File: config.mk
export PLATFORM = sky130hd
export DESIGN_NAME = fst_search
export DESIGN_NICKNAME = d
export VERILOG_FILES = /design/src/hdl/fst_pkg.sv /design/src/hdl/fst_search.sv
export SDC_FILE = /design/constraint.sdc
export NUM_CORES = 1
export LEC_CHECK = 0
export BUFFER_PORTS_ARGS = -buffer_cell sky130_fd_sc_hd__buf_2
export CAP_MARGIN = 0
export CORE_AREA = 3 3 120 122
export DETAILED_ROUTE_END_ITERATION = 10
export DIE_AREA = 0 0 123 125
export MAX_ROUTING_LAYER = met4
export PLACE_DENSITY_LB_ADDON = 0.08
export SLEW_MARGIN = 40
export SYNTH_ARGS = -nofsm -noshare
export SYNTH_HDL_FRONTEND = slang
export SYNTH_SLANG_ARGS = --single-unit
File: constraint.sdc
create_clock -name aclk -period 5.13 [get_ports aclk]
set_input_delay 0.2565 -clock aclk [delete_from_list [all_inputs] [get_ports aclk]]
set_output_delay 0.2565 -clock aclk [all_outputs]
set_load 0.02 [all_outputs]
File: src/hdl/fst_pkg.sv
// Shared constants, codes and types of the Fibonacci search table.
package fst_pkg;

    localparam int TABLE_DEPTH = 128;
    localparam int KEY_W = 32;
    localparam int IDX_W = (TABLE_DEPTH > 1) ? $clog2(TABLE_DEPTH) : 1;
    localparam int CNT_W = $clog2(TABLE_DEPTH + 1);
    localparam int FIB_W = CNT_W + 1;
    localparam int CMD_W = 2;
    localparam int STATUS_W = 3;
    localparam int POS_W = 7;

    localparam logic [CMD_W-1:0] CMD_APPEND = 2'd0;
    localparam logic [CMD_W-1:0] CMD_SEARCH = 2'd1;
    localparam logic [CMD_W-1:0] CMD_CLEAR = 2'd2;

    localparam logic [STATUS_W-1:0] ST_STORED = 3'd0;
    localparam logic [STATUS_W-1:0] ST_FULL = 3'd1;
    localparam logic [STATUS_W-1:0] ST_FOUND = 3'd2;
    localparam logic [STATUS_W-1:0] ST_NOT_FOUND = 3'd3;
    localparam logic [STATUS_W-1:0] ST_CLEARED = 3'd4;

    typedef enum logic [2:0] {
        S_IDLE,
        S_GROW,
        S_PROBE,
        S_COMPARE,
        S_FINAL_RD,
        S_FINAL_CMP,
        S_DONE
    } fst_state_t;

    typedef struct packed {
        logic                    start;
        logic signed [KEY_W-1:0] key;
        logic [CNT_W-1:0]        count;
    } fst_req_t;

    typedef struct packed {
        logic             done;
        logic             found;
        logic [POS_W-1:0] position;
    } fst_res_t;

endpackage

File: src/hdl/fst_search.sv
// Fibonacci search sequencer: grows the numbers, probes the table, narrows the range.
module fst_search (
    input  logic                     aclk,
    input  logic                     aresetn,
    input  fst_pkg::fst_req_t        req,
    input  logic                     ack,
    input  logic [fst_pkg::KEY_W-1:0] rd_data,
    output logic [fst_pkg::IDX_W-1:0] rd_addr,
    output fst_pkg::fst_res_t        res
);

    fst_pkg::fst_state_t            state_reg, state_next;
    logic [fst_pkg::FIB_W-1:0]      f_reg, f_next;
    logic [fst_pkg::FIB_W-1:0]      f1_reg, f1_next;
    logic [fst_pkg::FIB_W-1:0]      f2_reg, f2_next;
    logic [fst_pkg::CNT_W-1:0]      base_reg, base_next;   // offset plus one
    logic [fst_pkg::CNT_W-1:0]      probe_reg, probe_next;
    logic                           found_reg, found_next;
    logic [fst_pkg::POS_W-1:0]      pos_reg, pos_next;

    logic [fst_pkg::FIB_W-1:0]      n_ext;
    logic [fst_pkg::FIB_W:0]        sum;
    logic [fst_pkg::CNT_W-1:0]      probe;
    logic [fst_pkg::FIB_W-1:0]      diff;
    logic                           key_lt;
    logic                           key_eq;

    assign n_ext = fst_pkg::FIB_W'(req.count);
    assign sum = (fst_pkg::FIB_W + 1)'(base_reg) + (fst_pkg::FIB_W + 1)'(f2_reg);
    assign diff = f1_reg - f2_reg;
    assign key_lt = $signed(rd_data) < req.key;
    assign key_eq = rd_data == req.key;

    // clamp the probe to [0, count-1]
    always_comb begin
        if (sum == '0) begin
            probe = '0;
        end else if (sum > (fst_pkg::FIB_W + 1)'(req.count)) begin
            probe = req.count - 1'b1;
        end else begin
            probe = fst_pkg::CNT_W'(sum - 1'b1);
        end
    end

    always_ff @(posedge aclk) begin
        if (!aresetn) begin
            state_reg <= fst_pkg::S_IDLE;
        end else begin
            state_reg <= state_next;
        end
        f_reg     <= f_next;
        f1_reg    <= f1_next;
        f2_reg    <= f2_next;
        base_reg  <= base_next;
        probe_reg <= probe_next;
        found_reg <= found_next;
        pos_reg   <= pos_next;
    end

    always_comb begin
        state_next = state_reg;
        f_next     = f_reg;
        f1_next    = f1_reg;
        f2_next    = f2_reg;
        base_next  = base_reg;
        probe_next = probe_reg;
        found_next = found_reg;
        pos_next   = pos_reg;
        rd_addr    = fst_pkg::IDX_W'(probe);
        case (state_reg)
            fst_pkg::S_IDLE: begin
                if (req.start) begin
                    f2_next    = '0;
                    f1_next    = fst_pkg::FIB_W'(1);
                    f_next     = fst_pkg::FIB_W'(1);
                    base_next  = '0;
                    found_next = 1'b0;
                    pos_next   = '0;
                    state_next = (req.count == '0) ? fst_pkg::S_DONE : fst_pkg::S_GROW;
                end
            end
            fst_pkg::S_GROW: begin
                if (f_reg < n_ext) begin
                    f2_next = f1_reg;
                    f1_next = f_reg;
                    f_next  = f1_reg + f_reg;
                end else begin
                    state_next = (f_reg > fst_pkg::FIB_W'(1)) ? fst_pkg::S_PROBE
                                                              : fst_pkg::S_FINAL_RD;
                end
            end
            fst_pkg::S_PROBE: begin
                // present the probe address; data returns next cycle
                probe_next = probe;
                state_next = fst_pkg::S_COMPARE;
            end
            fst_pkg::S_COMPARE: begin
                if (key_eq) begin
                    found_next = 1'b1;
                    pos_next   = fst_pkg::POS_W'(probe_reg);
                    state_next = fst_pkg::S_DONE;
                end else if (key_lt) begin
                    f_next     = f1_reg;
                    f1_next    = f2_reg;
                    f2_next    = diff;
                    base_next  = probe_reg + 1'b1;
                    state_next = (f1_reg > fst_pkg::FIB_W'(1)) ? fst_pkg::S_PROBE
                                                               : fst_pkg::S_FINAL_RD;
                end else begin
                    f_next     = f2_reg;
                    f1_next    = diff;
                    f2_next    = f2_reg - diff;
                    state_next = (f2_reg > fst_pkg::FIB_W'(1)) ? fst_pkg::S_PROBE
                                                               : fst_pkg::S_FINAL_RD;
                end
            end
            fst_pkg::S_FINAL_RD: begin
                rd_addr = fst_pkg::IDX_W'(base_reg);
                if (f1_reg != '0 && base_reg < req.count) begin
                    state_next = fst_pkg::S_FINAL_CMP;
                end else begin
                    state_next = fst_pkg::S_DONE;
                end
            end
            fst_pkg::S_FINAL_CMP: begin
                if (key_eq) begin
                    found_next = 1'b1;
                    pos_next   = fst_pkg::POS_W'(base_reg);
                end
                state_next = fst_pkg::S_DONE;
            end
            fst_pkg::S_DONE: begin
                if (ack) begin
                    state_next = fst_pkg::S_IDLE;
                end
            end
            default: begin
                state_next = fst_pkg::S_IDLE;
            end
        endcase
    end

    assign res.done     = state_reg == fst_pkg::S_DONE;
    assign res.found    = found_reg;
    assign res.position = pos_reg;

endmodule

==> results.toml <==
[run_status]
outcome = "complete, no violations"

[setup_path]
end_kind = "primary output"
cp.required_ns = 4.87
worst-r2r-setup-slack_ns = 0.67
crit_arrival_ns = 4.71
path_max_fanout = 3
crit_type = "flop to primary output"
crit_path_start_kind = "flop"

[sta]
report.final.slew_viol_count = 0
fmax_ghz = 0.201
worst_slack_ns = 0.162
finalCritPeriodShare_pct = 96.8
finalSetupViolCount = 0
slew_headroom_pct = 48.8
post-route-min-period_ns = 4.97
finalHoldViolCount = 0
fin_skew_ns = 0.0103
setup_tns_ns = 0
tightest_slew_ns = 0.767

[final_layout]
finalNonFillerCells = 961
drive_above_1_share_pct = 22.7
num_antenna_cells = 0
seq_area_um2 = 1590
area_growth_pct = 18.6
final_core_util_pct = 53.9
multi_input_area_um2 = 4220
final.fill_count = 1227
nets = 952
stdcell_area_um2 = 7160

[yosys]
synth-simple-area-share_pct = 17.4
synth_mux_area_share_pct = 4.62
synth-compound-area-share_pct = 19.7
synth-main-ff-cell = "edfxtp_1"
synthesis.area_um2 = 6040
yosys-top-cells-count = "ha_1, inv_1, a21oi_1"
syn_avg_cell_area_um2 = 8.85
synth_top_area_share_pct = 25.4
yosysWarnings = 0
synthCells = 682
synth_edf_count = 51
synth_seq_cells = 54
yosysSeqAreaShare_pct = 26.4
synth_top_family_by_area = "compound AO/OA/AOI/OAI gates"
synth.area.top_cells = "edfxtp_1, ha_1, a21oi_1"
synth-xor-area-share_pct = 6.05
ys_types = 77
synth-async-reset-ratio_pct = 0
post_synth_fa_ha_maj_area_fraction_pct = 19.6
synth.net_count = 850
yosysMostFrequentCell = "ha_1"
synth_top_cell_by_area = "edfxtp_1"

[place]
placedInstanceArea_um2 = 6720
port_buffers = 91
dp_slack_ns = 0.111
place_congestion = 0.872
dp_cells = 936
hpwlAfterDp_mm = 13.3

[global_route]
grt_max_degree = 60
grt_pass1_vias = 5444
antenna_found_initial = 0
grt_use_total_pct = 22.7
grt_overflow = 0
grt_first_pass_wirelength_mm = 27.3

[cts]
cts-root-buf = "clkbuf_16"
cts_buffer_depth = 2
cts_tree = "yes"
hold_buffers = 0
clkSinkCount = 54
cts_buffers = 5
clk_latency_ns = 0.30
htree_num_levels = 2
clkSlewWorstSetupHoldPaths_ns = 0.08

[floorplanning]
start_util_pct = 45.4
core_um2 = 13300
die_x_um = 123
io-pin-count = 92
placementRows = 42
die_h_um = 125
die_area_um2 = 15400

[drt]
dr_total_vias = 5590
via_per_inst = 5.82
wl_per_cell_um = 17.9
wirelength_mm = 17.2
drtIter0Drc = 425
drtPass1Iterations = 5
antenna_left = 0
post-route-drc-count = 0

[power]
peakVddDrop_mv = 0.272
power_leakage_uw = 0.00315
power.density_nw_per_um2 = 730

[flow_run]
drv_cap = 0

[min_path]
hp-class = "primary input to flop"
[cells by family (layout without fill, tap and decap cells)]
kind of cell,Yosys count,count (layout)
AOI/OAI and AO/OA,179,179
buffers and inverters,93,196
muxes,27,27
DFF,54,54
xor gates and xnor gates,40,40
and+or+nand+nor,197,197
adders and majority gates,92,92
[final cells by class]
type | count | area share [%]
Clock buffer | 5 | 1.75
Clock inverter | 3 | 0.681
Inverter | 68 | 3.56
Multi-Input combinational cell | 535 | 58.9
Sequential cell | 54 | 22.2
Tap cell | 176 | 3.07
Timing Repair Buffer | 120 | 9.82
[stage by stage]
stage / hold slack (ns) / power, µW
after floorplan: 0.389 / 3550
after global placement: 0.500 / 4360
after detailed placement: 0.497 / 4420
after CTS: 0.189 / 4960
after global routing: 0.233 / 5690
final: 0.194 / 5230
[where the power goes]
part | total, µW | internal [µW] | switching (µW) | leakage, µW
logic | 3860 | 1760 | 2100 | 0.00254
clock network | 415 | 235 | 180 | 0.0000819
registers | 948 | 724 | 224 | 0.000526
total | 5230 | 2720 | 2510 | 0.00315
[routing by layer]
metal	global-route usage [%]	routed length, µm	up-vias
met5	-	0	-
met3	2.44	856	28
met1	31.4	7870	2638
li1	-	-	2734
met4	6.45	359	0
met2	35.3	8100	190
[worst max-delay path, stage by stage (launching register included)]
cell and delay (ns):
edfxtp_1 0.41, ha_2 0.23, fa_2 0.40, a21oi_2 0.16, nor2_2 0.06, or4_4 0.43, and2_4 0.19, ha_4 0.26
nand4_1 0.09, o22a_1 0.22, o21a_2 0.15, a211oi_4 0.30, buf_6 0.15, nor2_1 0.03, a21oi_1 0.14, ha_2 0.22
nand2_2 0.08, nor4_4 0.26, xnor2_1 0.12, mux2i_1 0.22, a22o_1 0.18, buf_6 0.12
[path summary, 6_finish.rpt]
check / startpoint / to / depth (start not counted)
worst max-delay path: base_reg[0] / rd_addr[6] / 21
worst min-delay path: aresetn / state_reg[0] / 2
worst max register to register: base_reg[0] / probe_reg[6] / 20
worst min register to register: probe_reg[7] / base_reg[7] / 2
[cell usage in the layout, fill, tap and decap left out, types with 8 or more instances in the layout]
master and instances:
nor2b_1 20, a21o_1 9, a21oi_1 54, buf_2 90, buf_4 27, edfxtp_1 51, xnor2_1 26, nor2_1 43
mux2i_1 19, ha_1 82, o21ai_0 38, and3_1 8, xor2_1 12, inv_1 68, nor4_1 9, nand4_1 13
nand2_1 32, nand3_1 24
[what timing repair did]
action,4_1_cts,5_1_grt
setup endpoints to repair,2,2
setup buffers,7,10
gates resized for setup,6,20
gates cloned,0,0
pin swaps,4,14
(Power assumes the default switching activity.)
